File: config.mk
export PLATFORM = sky130hd
export DESIGN_NAME = dna_shift_or_junction_matcher_top_flat
export DESIGN_NICKNAME = d
export VERILOG_FILES = /design/src/rtl/dsjm_pkg.sv /design/src/rtl/dsjm_base_if.sv /design/src/rtl/dsjm_hit_if.sv /design/src/rtl/dna_shift_or_junction_matcher_top.sv /design/src/rtl/dsjm_cfg_regs.sv /design/src/rtl/dsjm_core.sv /design/src/rtl/dsjm_out_buf.sv /design/src/flat_wrapper.sv
export SDC_FILE = /design/constraint.sdc
export NUM_CORES = 1
export LEC_CHECK = 0
export ABC_AREA = 1
export BUFFER_PORTS_ARGS = -buffer_cell sky130_fd_sc_hd__buf_2
export CORE_AREA = 4 4 250 252
export CTS_BUF_LIST = sky130_fd_sc_hd__clkbuf_2 sky130_fd_sc_hd__clkbuf_4 sky130_fd_sc_hd__clkbuf_8
export DETAILED_ROUTE_END_ITERATION = 8
export DIE_AREA = 0 0 254 256
export HOLD_SLACK_MARGIN = 0.05
export MAX_ROUTING_LAYER = met4
export PLACE_DENSITY = 0.62
export REMOVE_ABC_BUFFERS = 1
export SYNTH_ARGS = -nofsm -noshare
export SYNTH_HDL_FRONTEND = slang
export SYNTH_SLANG_ARGS = --single-unit
File: constraint.sdc
create_clock -name clk_i -period 5.5 [get_ports clk_i]
set_input_delay 0.825 -clock clk_i [delete_from_list [all_inputs] [get_ports clk_i]]
set_output_delay 0.825 -clock clk_i [all_outputs]
set_load 0.03 [all_outputs]
File: src/rtl/dsjm_pkg.sv
package dsjm_pkg;

  localparam int unsigned CFG_DATA_W = 64;
  localparam int unsigned CFG_ADDR_W = 6;
  localparam int unsigned HIT_POS_W  = 16;
  localparam int unsigned OFFSET_W   = 7;

  typedef enum logic [2:0] {
    REG_MASK_A       = 3'd0,
    REG_MASK_C       = 3'd1,
    REG_MASK_G       = 3'd2,
    REG_MASK_T       = 3'd3,
    REG_LENGTH_MASK  = 3'd4,
    REG_SPLIT_OFFSET = 3'd5
  } reg_idx_e;

  typedef enum logic [2:0] {
    BASE_A = 3'd0,
    BASE_C = 3'd1,
    BASE_G = 3'd2,
    BASE_T = 3'd3
  } base_e;

  typedef struct packed {
    logic [CFG_DATA_W-1:0] mask_a;
    logic [CFG_DATA_W-1:0] mask_c;
    logic [CFG_DATA_W-1:0] mask_g;
    logic [CFG_DATA_W-1:0] mask_t;
    logic [CFG_DATA_W-1:0] length_mask;
    logic [OFFSET_W-1:0]   split_offset;
  } cfg_t;

endpackage

File: src/rtl/dsjm_base_if.sv
interface dsjm_base_if;
  logic       valid;
  logic       ready;
  logic [2:0] base_code;
  logic       read_start;

  modport source (output valid, output base_code, output read_start, input ready);
  modport sink   (input valid, input base_code, input read_start, output ready);
endinterface

File: src/rtl/dsjm_hit_if.sv
interface dsjm_hit_if;
  logic        valid;
  logic        ready;
  logic [15:0] hit_position;

  modport source (output valid, output hit_position, input ready);
  modport sink   (input valid, input hit_position, output ready);
endinterface

File: src/rtl/dna_shift_or_junction_matcher_top.sv
// Shift-or exact matcher for a stream of encoded DNA bases.
// base_in carries one base per request (base_code, read_start); hit_out
// carries one hit_position per match that ends at a base. Bases that end
// no match give nothing on hit_out.
// The APB port loads the four base masks, the length mask and the split
// offset, 8 bytes per register; load them only while the stream is idle.
// Throughput: one base per cycle while base_in.ready is high. Each base
// updates the match vector, base index and saturation flag in the cycle
// it is accepted; a hit lands in a two-entry output queue for hit_out.
// A stalled hit_out holds its request; the queue keeps taking bases until
// both entries are full, then base_in.ready drops until a hit is taken.
// Reset: masks go to all ones, split offset to zero, match vector to all
// ones, index and saturation flag to zero, output queue empty.
module dna_shift_or_junction_matcher_top #(
  parameter int unsigned PATTERN_BITS  = 64,
  parameter int unsigned POSITION_BITS = 16
) (
  input  logic                            clk_i,
  input  logic                            rst_ni,
  dsjm_base_if.sink                       base_in,
  dsjm_hit_if.source                      hit_out,
  input  logic                            psel,
  input  logic                            penable,
  input  logic                            pwrite,
  input  logic [dsjm_pkg::CFG_ADDR_W-1:0] paddr,
  input  logic [dsjm_pkg::CFG_DATA_W-1:0] pwdata,
  output logic [dsjm_pkg::CFG_DATA_W-1:0] prdata,
  output logic                            pready
);
  import dsjm_pkg::*;

  cfg_t                 cfg;
  logic                 accept, hit, space;
  logic [HIT_POS_W-1:0] hit_pos;

  assign base_in.ready = space;
  assign accept        = base_in.valid && space;

  dsjm_cfg_regs u_cfg_regs (
    .clk_i   (clk_i),
    .rst_ni  (rst_ni),
    .psel    (psel),
    .penable (penable),
    .pwrite  (pwrite),
    .paddr   (paddr),
    .pwdata  (pwdata),
    .prdata  (prdata),
    .pready  (pready),
    .cfg_o   (cfg)
  );

  dsjm_core #(
    .PATTERN_BITS  (PATTERN_BITS),
    .POSITION_BITS (POSITION_BITS)
  ) u_core (
    .clk_i          (clk_i),
    .rst_ni         (rst_ni),
    .cfg_i          (cfg),
    .accept_i       (accept),
    .base_code_i    (base_in.base_code),
    .read_start_i   (base_in.read_start),
    .hit_o          (hit),
    .hit_position_o (hit_pos)
  );

  dsjm_out_buf u_out_buf (
    .clk_i       (clk_i),
    .rst_ni      (rst_ni),
    .push_i      (accept && hit),
    .push_data_i (hit_pos),
    .space_o     (space),
    .valid_o     (hit_out.valid),
    .ready_i     (hit_out.ready),
    .data_o      (hit_out.hit_position)
  );
endmodule

File: src/rtl/dsjm_cfg_regs.sv
module dsjm_cfg_regs (
  input  logic                            clk_i,
  input  logic                            rst_ni,
  input  logic                            psel,
  input  logic                            penable,
  input  logic                            pwrite,
  input  logic [dsjm_pkg::CFG_ADDR_W-1:0] paddr,
  input  logic [dsjm_pkg::CFG_DATA_W-1:0] pwdata,
  output logic [dsjm_pkg::CFG_DATA_W-1:0] prdata,
  output logic                            pready,
  output dsjm_pkg::cfg_t                  cfg_o
);
  import dsjm_pkg::*;

  cfg_t     cfg_q;
  logic     wr_en;
  reg_idx_e reg_idx;

  assign pready  = 1'b1;
  assign wr_en   = psel && penable && pwrite;
  // registers sit on 8-byte boundaries
  assign reg_idx = reg_idx_e'(paddr[CFG_ADDR_W-1:3]);

  always_ff @(posedge clk_i or negedge rst_ni) begin
    if (!rst_ni) begin
      cfg_q.mask_a       <= '1;
      cfg_q.mask_c       <= '1;
      cfg_q.mask_g       <= '1;
      cfg_q.mask_t       <= '1;
      cfg_q.length_mask  <= '1;
      cfg_q.split_offset <= '0;
    end else if (wr_en) begin
      case (reg_idx)
        REG_MASK_A:       cfg_q.mask_a       <= pwdata;
        REG_MASK_C:       cfg_q.mask_c       <= pwdata;
        REG_MASK_G:       cfg_q.mask_g       <= pwdata;
        REG_MASK_T:       cfg_q.mask_t       <= pwdata;
        REG_LENGTH_MASK:  cfg_q.length_mask  <= pwdata;
        REG_SPLIT_OFFSET: cfg_q.split_offset <= pwdata[OFFSET_W-1:0];
        default: ;
      endcase
    end
  end

  always_comb begin
    case (reg_idx)
      REG_MASK_A:       prdata = cfg_q.mask_a;
      REG_MASK_C:       prdata = cfg_q.mask_c;
      REG_MASK_G:       prdata = cfg_q.mask_g;
      REG_MASK_T:       prdata = cfg_q.mask_t;
      REG_LENGTH_MASK:  prdata = cfg_q.length_mask;
      REG_SPLIT_OFFSET: prdata = CFG_DATA_W'(cfg_q.split_offset);
      default:          prdata = '0;
    endcase
  end

  assign cfg_o = cfg_q;
endmodule

File: src/rtl/dsjm_core.sv
module dsjm_core #(
  parameter int unsigned PATTERN_BITS  = 64,
  parameter int unsigned POSITION_BITS = 16
) (
  input  logic                           clk_i,
  input  logic                           rst_ni,
  input  dsjm_pkg::cfg_t                 cfg_i,
  input  logic                           accept_i,
  input  logic [2:0]                     base_code_i,
  input  logic                           read_start_i,
  output logic                           hit_o,
  output logic [dsjm_pkg::HIT_POS_W-1:0] hit_position_o
);
  import dsjm_pkg::*;

  logic [PATTERN_BITS-1:0]  vec_q, vec_d, vec_base, base_mask;
  logic [POSITION_BITS-1:0] idx_q, idx_d, pos;
  logic                     sat_q, sat_d;
  logic [31:0]              pos_ext;

  always_comb begin
    case (base_e'(base_code_i))
      BASE_A:  base_mask = cfg_i.mask_a[PATTERN_BITS-1:0];
      BASE_C:  base_mask = cfg_i.mask_c[PATTERN_BITS-1:0];
      BASE_G:  base_mask = cfg_i.mask_g[PATTERN_BITS-1:0];
      BASE_T:  base_mask = cfg_i.mask_t[PATTERN_BITS-1:0];
      default: base_mask = cfg_i.length_mask[PATTERN_BITS-1:0];
    endcase
  end

  always_comb begin
    vec_base = vec_q;
    idx_d    = idx_q;
    sat_d    = sat_q;
    if (read_start_i) begin
      vec_base = cfg_i.length_mask[PATTERN_BITS-1:0];
      idx_d    = '0;
      sat_d    = 1'b0;
    end else if (&idx_q) begin
      // index pinned at max; results muted until the next read start
      sat_d = 1'b1;
    end else begin
      idx_d = idx_q + POSITION_BITS'(1);
    end
    vec_d   = (vec_base >> 1) | base_mask;
    pos     = idx_d - POSITION_BITS'(cfg_i.split_offset);
    pos_ext = 32'(pos);
  end

  assign hit_o          = !vec_d[0] && !sat_d;
  assign hit_position_o = pos_ext[HIT_POS_W-1:0];

  always_ff @(posedge clk_i or negedge rst_ni) begin
    if (!rst_ni) begin
      vec_q <= '1;
      idx_q <= '0;
      sat_q <= 1'b0;
    end else if (accept_i) begin
      vec_q <= vec_d;
      idx_q <= idx_d;
      sat_q <= sat_d;
    end
  end
endmodule

File: src/rtl/dsjm_out_buf.sv
module dsjm_out_buf (
  input  logic                           clk_i,
  input  logic                           rst_ni,
  input  logic                           push_i,
  input  logic [dsjm_pkg::HIT_POS_W-1:0] push_data_i,
  output logic                           space_o,
  output logic                           valid_o,
  input  logic                           ready_i,
  output logic [dsjm_pkg::HIT_POS_W-1:0] data_o
);
  import dsjm_pkg::*;

  // two slots: one result on show plus one caught while the sink stalls
  logic [HIT_POS_W-1:0] data_q [2];
  logic                 wr_ptr_q, rd_ptr_q;
  logic [1:0]           cnt_q;
  logic                 pop;

  assign valid_o = cnt_q != 2'd0;
  assign space_o = cnt_q != 2'd2;
  assign data_o  = data_q[rd_ptr_q];
  assign pop     = valid_o && ready_i;

  always_ff @(posedge clk_i or negedge rst_ni) begin
    if (!rst_ni) begin
      wr_ptr_q <= 1'b0;
      rd_ptr_q <= 1'b0;
      cnt_q    <= 2'd0;
    end else begin
      if (push_i) wr_ptr_q <= !wr_ptr_q;
      if (pop)    rd_ptr_q <= !rd_ptr_q;
      case ({push_i, pop})
        2'b10:   cnt_q <= cnt_q + 2'd1;
        2'b01:   cnt_q <= cnt_q - 2'd1;
        default: cnt_q <= cnt_q;
      endcase
    end
  end

  always_ff @(posedge clk_i) begin
    if (push_i) begin
      data_q[wr_ptr_q] <= push_data_i;
    end
  end
endmodule

File: src/flat_wrapper.sv
// flat-port wrapper written by rule: the top's interface ports become plain ports
module dna_shift_or_junction_matcher_top_flat import dsjm_pkg::*;
#(
  parameter int unsigned PATTERN_BITS  = 64,
  parameter int unsigned POSITION_BITS = 16
)
  (clk_i, rst_ni, psel, penable, pwrite, paddr, pwdata, prdata, pready, base_in_valid, base_in_base_code, base_in_read_start, base_in_ready, hit_out_valid, hit_out_hit_position, hit_out_ready);
  dsjm_base_if base_in_i ();
  dsjm_hit_if hit_out_i ();
  input  logic clk_i;
  input  logic rst_ni;
  input  logic psel;
  input  logic penable;
  input  logic pwrite;
  input  logic [dsjm_pkg::CFG_ADDR_W-1:0] paddr;
  input  logic [dsjm_pkg::CFG_DATA_W-1:0] pwdata;
  output logic [dsjm_pkg::CFG_DATA_W-1:0] prdata;
  output logic pready;
  input wire logic [$bits(base_in_i.valid)-1:0] base_in_valid;
  input wire logic [$bits(base_in_i.base_code)-1:0] base_in_base_code;
  input wire logic [$bits(base_in_i.read_start)-1:0] base_in_read_start;
  output wire logic [$bits(base_in_i.ready)-1:0] base_in_ready;
  output wire logic [$bits(hit_out_i.valid)-1:0] hit_out_valid;
  output wire logic [$bits(hit_out_i.hit_position)-1:0] hit_out_hit_position;
  input wire logic [$bits(hit_out_i.ready)-1:0] hit_out_ready;
  assign base_in_i.valid = base_in_valid;
  assign base_in_i.base_code = base_in_base_code;
  assign base_in_i.read_start = base_in_read_start;
  assign base_in_ready = base_in_i.ready;
  assign hit_out_valid = hit_out_i.valid;
  assign hit_out_hit_position = hit_out_i.hit_position;
  assign hit_out_i.ready = hit_out_ready;
  dna_shift_or_junction_matcher_top #(.PATTERN_BITS(PATTERN_BITS), .POSITION_BITS(POSITION_BITS)) u_core (.clk_i(clk_i), .rst_ni(rst_ni), .base_in(base_in_i), .hit_out(hit_out_i), .psel(psel), .penable(penable), .pwrite(pwrite), .paddr(paddr), .pwdata(pwdata), .prdata(prdata), .pready(pready));
endmodule
==> results of run 1 <==
## layer usage
layer | global-route usage [%] | wire length (µm) | up-vias
met1 | 28.0 | 29300 | 9290
met5 | - | 0 | -
met2 | 32.8 | 31300 | 797
met4 | 7.07 | 2040 | 0
li1 | - | - | 8826
met3 | 4.49 | 5410 | 162
## path summary, 6_finish.rpt
path	from	endpoint	slack, ps	cells after the start
worst max-delay path	paddr[4]	prdata[23]	1440	9
worst min-delay path	pwdata[27]	u_core.u_cfg_regs.cfg_o[290]	370	3
worst max register to register	u_core.u_core.idx_q[0]	u_core.u_out_buf.data_q[0][14]	1960	18
worst min register to register	u_core.u_cfg_regs.cfg_o[78]	u_core.u_cfg_regs.cfg_o[78]	480	2
max in group asynchronous	rst_ni	u_core.u_cfg_regs.cfg_o[6]	4060	2
min in group asynchronous	rst_ni	u_core.u_cfg_regs.cfg_o[113]	580	1
## metrics by stage
step | cell area (µm²) | std cells | hold slack [ps] | utilization [%] | worst slack, ps
floorplan | 21400 | 2359 | 455 | - | -2400
global placement | 23500 | 3328 | 463 | 39.1 | 1480
detailed placement | 23500 | 3328 | 469 | 39.1 | 1500
CTS | 25100 | 3465 | 315 | 41.8 | 1490
global route | 25100 | 3471 | 352 | 41.8 | 1370
finish | 25100 | 3474 | 373 | 41.8 | 1440
## logic make-up (layout without fill, tap and decap cells)
group	count (synthesis)	after routing	synth area share [%]
xor gates and xnor gates	14	14	0.557
and+or+nand+nor	743	743	13.6
DFF	443	443	53.2
adders and majority gates	10	10	0.602
AOI/OAI and AO/OA	803	803	23.1
other	1	10	0.0170
buffers and inverters	515	669	8.96
## worst reg2reg max path: cells and delay by family, from the launching register on
| family | cells | cell delay [ps] |
|---|---|---|
| AOI/OAI and AO/OA | 2 | 560 |
| adders and majority gates | 3 | 890 |
| buffers and inverters | 2 | 230 |
| DFF | 1 | 420 |
| and+or+nand+nor | 11 | 1210 |
## registers in the layout, indices dropped and copies added, names as in the netlist
signal,flops
u_core.u_cfg_regs.cfg_o,327
u_core.u_core.idx_q,16
u_core.u_core.sat_q,1
u_core.u_core.vec_q,63
u_core.u_out_buf.cnt_q,2
u_core.u_out_buf.data_q,32
u_core.u_out_buf.rd_ptr_q,1
u_core.u_out_buf.wr_ptr_q,1
## power groups by stage
| stage | clock, µW | combinational (µW) | sequential (µW) |
|---|---|---|---|
| after floorplan | 0 | 1710 | 4920 |
| after CTS | 3310 | 2430 | 4980 |
| after global routing | 3450 | 2730 | 5080 |
| after global placement | 0 | 2340 | 4990 |
| final | 3210 | 2410 | 4990 |
| after detailed placement | 0 | 2410 | 5020 |
## synthesized netlist by cell type, types with 15 or more instances
cell type,instances
o21ai_0,391
nand2_1,553
dfrtp_1,28
o211ai_1,15
clkbuf_1,130
a221oi_1,122
nor2_1,126
inv_1,343
a22oi_1,66
o22ai_1,70
a21oi_1,41
a211oi_1,25
nand3_1,25
dfstp_2,383
edfxtp_1,32
o221ai_1,60
buf_2,30
## final cells by class
type | count | share of cell area (%)
Antenna cell | 9 | 0.0896
Clock buffer | 119 | 5.84
Tap cell | 782 | 3.89
Timing Repair Buffer | 187 | 4.25
Sequential cell | 443 | 46.6
Multi-Input combinational cell | 1571 | 33.5
Inverter | 345 | 5.15
Clock inverter | 18 | 0.642
==> flow_metrics.env, run 1 <==
export IMPL_dpl_hpwl_mm=38.7
export IMPL_hold_buffers=0
export IMPL_fmax_ghz=0.246
export IMPL_peakVddDrop_uv=217
export IMPL_total_power_uw=10600
export IMPL_cts_sinks=443
export IMPL_seqPwrFrac_pct=47.0
export IMPL_multi_input_area_mm2=0.00842
export IMPL_viasPerCell=5.49
export IMPL_setup_viol=0
export IMPL_std_cell_rows=90
export IMPL_grt_pass1_wl_mm=107
export IMPL_post_cts_setup_buffer_count=0
export IMPL_grt_setup_unrepaired="false"
export IMPL_fillers=6011
export IMPL_synth_cell_types=45
export IMPL_start_kind="primary input"
export IMPL_power_switching_uw=3470
export IMPL_slew_headroom_pct=23.9
export IMPL_cap_violations=0
export IMPL_grt_max_degree=140
export IMPL_grt_overflow=0
export IMPL_regArea_mm2=0.0117
export IMPL_switching_share_pct=32.7
export IMPL_gp_congestion=0.849
export IMPL_htree_levels=3
export IMPL_area_growth_pct=14.1
export IMPL_async_reset_ff_share_pct=92.8
export IMPL_p_int_uw=7140
export IMPL_die_y_um=256
export IMPL_start_util_pct=36.6
export IMPL_cpPeakStageDelay_ps=580
export IMPL_clockRootBuffer="clkbuf_8"
export IMPL_period_needed_ps=4060
export IMPL_crit_buf_inv=5
export IMPL_status="completed"
export IMPL_syn_area_per_cell_um2=8.71
export IMPL_power_per_cell_area_mw_per_mm2=422
export IMPL_clk_latency_ps=680
export IMPL_yosysWarnings=0
export IMPL_critPathTopFamily="buffers and inverters"
export IMPL_layout_commonest_cell="nand2_1"
export IMPL_dieArea_mm2=0.0650
export IMPL_finalWirelength_mm=68.0
export IMPL_finalCritPeriodShare_pct=73.8
export IMPL_synth_top_area_share_pct=45.7
export IMPL_grt_usage_pct=21.3
export IMPL_io_buffers=159
export IMPL_avgRoutedWirePerCell_um=19.6
export IMPL_final_nets=2718
export IMPL_slowest_stage="nor3_2"
export IMPL_hold_class="in -> reg"
export IMPL_cts_tree="done"
export IMPL_grt_pass1_vias=19264
export IMPL_criticalPathCategory="in -> out"
export IMPL_cp_end_kind="output pin"
export IMPL_p_comb_share_pct=22.7
export IMPL_syn_cell_area_mm2=0.0220
export IMPL_cts_buffers=79
export IMPL_cts_clk_slew_worst_paths_ps=60
export IMPL_synth_edff_count=32
export IMPL_drive_above_1_share_pct=28.0
export IMPL_cp_arrival_ps=3230
export IMPL_cp_max_fo=23
export IMPL_synth_top_cell_by_area="dfstp_2"
export IMPL_finalMaxSlewViolations=0
export IMPL_clk_path_buf_depth=3
export IMPL_ctsResizeCount=0
export IMPL_p_clk_share_pct=30.2
export IMPL_fin_skew_ps=29.7
export IMPL_synth_area_leaders="dfstp_2 46%, nand2_1 9.4%, o21ai_0 8.9%"
export IMPL_num_io_pins=164
export IMPL_worst_slew_pin_slew_ps=1140
export IMPL_die_w_um=254
export IMPL_fin_tns_setup_ps=0
export IMPL_worstPathRequired_ps=4680
export IMPL_ys_seq_elements=443
export IMPL_vias=19075
export IMPL_ant_nets=0
export IMPL_first_pass_iters=6
export IMPL_syn_inst=2529
export IMPL_drcViolationCount=0
export IMPL_finalHoldViolCount=0
export IMPL_coreArea_mm2=0.0601
export IMPL_seq_area_frac_synth_pct=53.2
export IMPL_mostFrequentLayoutCells="546 x nand2_1, 391 x o21ai_0, 383 x dfstp_2"
export IMPL_antenna_found_initial=8
export IMPL_drt_initial_drc_count=1728
export IMPL_ys_flop_type="dfstp_2"
export IMPL_leakage_uw=0.0109
export IMPL_crit_chain="buf_2 -> inv_1 -> nor3_2 -> inv_2 -> buf_4 -> o21ai_0 -> a221oi_1 -> o21ai_0 -> buf_2"
(Power assumes the default switching activity.)
==> inputs of run 2 (changes only) <==
--- a/config.mk
+++ b/config.mk
@@ -13,7 +13,7 @@
 export DIE_AREA = 0 0 254 256
 export HOLD_SLACK_MARGIN = 0.05
 export MAX_ROUTING_LAYER = met4
-export PLACE_DENSITY = 0.62
+export PLACE_DENSITY = 0.64
 export REMOVE_ABC_BUFFERS = 1
 export SYNTH_ARGS = -nofsm -noshare
 export SYNTH_HDL_FRONTEND = slang
==> constraint.sdc (replaced) <==
create_clock -name clk_i -period 3.6 [get_ports clk_i]
set_input_delay 0.54 -clock clk_i [delete_from_list [all_inputs] [get_ports clk_i]]
set_output_delay 0.54 -clock clk_i [all_outputs]
set_load 0.03 [all_outputs]
==> flow_metrics.env, run 2 (synthesized netlist as in run 1, its figures left out) <==
export IMPL_mostFrequentLayoutCells="546 x nand2_1, 390 x o21ai_0, 383 x dfstp_2"
export IMPL_finalMaxSlewViolations=0
export IMPL_fillers=5921
export IMPL_cts_sinks=443
export IMPL_multi_input_area_mm2=0.00842
export IMPL_worst_slack_ps=387
export IMPL_power_per_cell_area_mw_per_mm2=645
export IMPL_avgRoutedWirePerCell_um=19.6
export IMPL_vias=19243
export IMPL_first_pass_iters=6
export IMPL_criticalPathCategory="reg -> reg"
export IMPL_slew_headroom_pct=25.1
export IMPL_cts_clk_slew_worst_paths_ps=60
export IMPL_worstPathRequired_ps=4000
export IMPL_area_growth_pct=15.5
export IMPL_drcViolationCount=0
export IMPL_io_buffers=159
export IMPL_grt_max_degree=152
export IMPL_cap_violations=0
export IMPL_start_kind="flop"
export IMPL_peakVddDrop_uv=349
export IMPL_met1_usage_pct=27.6
export IMPL_whs_ps=93.4
export IMPL_hold_class="in -> reg"
export IMPL_grt_pass1_vias=19283
export IMPL_cp_end_kind="flop"
export IMPL_use_met3_pct=4.46
export IMPL_drive_above_1_share_pct=28.4
export IMPL_start_util_pct=36.6
export IMPL_status="completed"
export IMPL_dieArea_mm2=0.0650
export IMPL_regArea_mm2=0.0117
export IMPL_use_met2_pct=32.6
export IMPL_drt_initial_drc_count=1654
export IMPL_ant_nets=0
export IMPL_dp_slack_ps=253
export IMPL_layout_commonest_cell="nand2_1"
export IMPL_die_y_um=256
export IMPL_grt_setup_unrepaired="false"
export IMPL_cts_buffers=78
export IMPL_finalCritPeriodShare_pct=89.3
export IMPL_viasPerCell=5.51
export IMPL_cpPeakStageDelay_ps=430
export IMPL_std_cell_rows=90
export IMPL_slowest_stage="dfrtp_1"
export IMPL_gp_congestion=0.878
export IMPL_clockRootBuffer="clkbuf_8"
export IMPL_coreArea_mm2=0.0601
export IMPL_post_cts_setup_buffer_count=0
export IMPL_die_w_um=254
export IMPL_setup_viol=0
export IMPL_crit_chain="ha_1 -> nand3_2 -> inv_2 -> nand2_4 -> nor2_2 -> nand2_2 -> o21ai_1 -> ha_1 -> inv_1 -> fa_1 -> nand2_1 -> nand3_1 -> a21oi_2 -> nand3_1 -> nor2_1 -> nand2_1 -> nand2_1 -> nand2_1"
export IMPL_path_common_cell="nand2_1"
export IMPL_clk_path_buf_depth=3
export IMPL_finalHoldViolCount=0
export IMPL_period_needed_ps=3210
export IMPL_finalWirelength_mm=68.5
export IMPL_grt_overflow=0
export IMPL_ctsResizeCount=0
export IMPL_rrSetupSlack_ps=390
export IMPL_leakage_uw=0.0111
export IMPL_antenna_found_initial=10
export IMPL_grt_usage_pct=21.2
export IMPL_final_nets=2729
export IMPL_grt_pass1_wl_mm=107
export IMPL_fmax_ghz=0.311
export IMPL_clk_latency_ps=680
export IMPL_cts_tree="done"
export IMPL_hold_buffers=0
export IMPL_num_io_pins=164
export IMPL_top_usage_layer="met2"
export IMPL_worst_slew_pin_slew_ps=1120
export IMPL_fin_skew_ps=52.1
export IMPL_htree_levels=3
export IMPL_cp_arrival_ps=3620
export IMPL_cp_max_fo=6
export IMPL_largest_reg_flops=327
export IMPL_final_core_utilization_pct=42.3
export IMPL_dpl_hpwl_mm=39.2
## run 2: power by group
group          internal (µW)  total [µW]  switching (µW)
Combinational           1240        3720            2480
Clock                   2920        5080            2160
Sequential              6980        7620             637
Total                  11100       16400            5280
## run 2: metrics by stage
stage	area, µm²	std cells	power, µW	setup TNS (ps)
after detailed placement	23700	3340	11400	0
after CTS	25400	3483	16600	0
after global routing	25400	3490	17400	0
after floorplan	21400	2359	10100	-870980
after global placement	23700	3340	11200	0
final	25500	3493	16400	0
## run 2: final timing paths
kind,from,cells past startpoint,to
setup / recovery,u_core.u_core.idx_q[0],18,u_core.u_out_buf.data_q[1][14]
hold / removal,pwdata[20],3,u_core.u_cfg_regs.cfg_o[283]
setup reg to reg,u_core.u_core.idx_q[0],18,u_core.u_out_buf.data_q[1][14]
hold reg to reg,u_core.u_cfg_regs.cfg_o[78],2,u_core.u_cfg_regs.cfg_o[78]
max in group asynchronous,rst_ni,2,u_core.u_cfg_regs.cfg_o[186]
min in group asynchronous,rst_ni,1,u_core.u_cfg_regs.cfg_o[240]
## run 2: worst max-delay path: cells and delay by family (launching register included)
family	cells	cell delay (ps)
AND/OR/NAND/NOR	11	1140
flip-flops	1	430
buffers and inverters	2	230
adder cells (fa/ha/maj)	3	820
AO/OA/AOI/OAI	2	390
## run 2: area by class of cell
class	count	area share, %
inverters	345	5.09
well taps	782	3.84
clock buffers	123	5.99
flip-flops and latches	443	46.1
repair buffers	199	5.04
multi-input cells	1571	33.1
diodes	10	0.0983
clock inverters	20	0.786
## run 2: per-layer routing
metal,share of wire [%],vias to the layer above
met4,3.2,0
li1,-,8856
met3,8.3,171
met1,42,9333
met5,0,-
met2,46,883
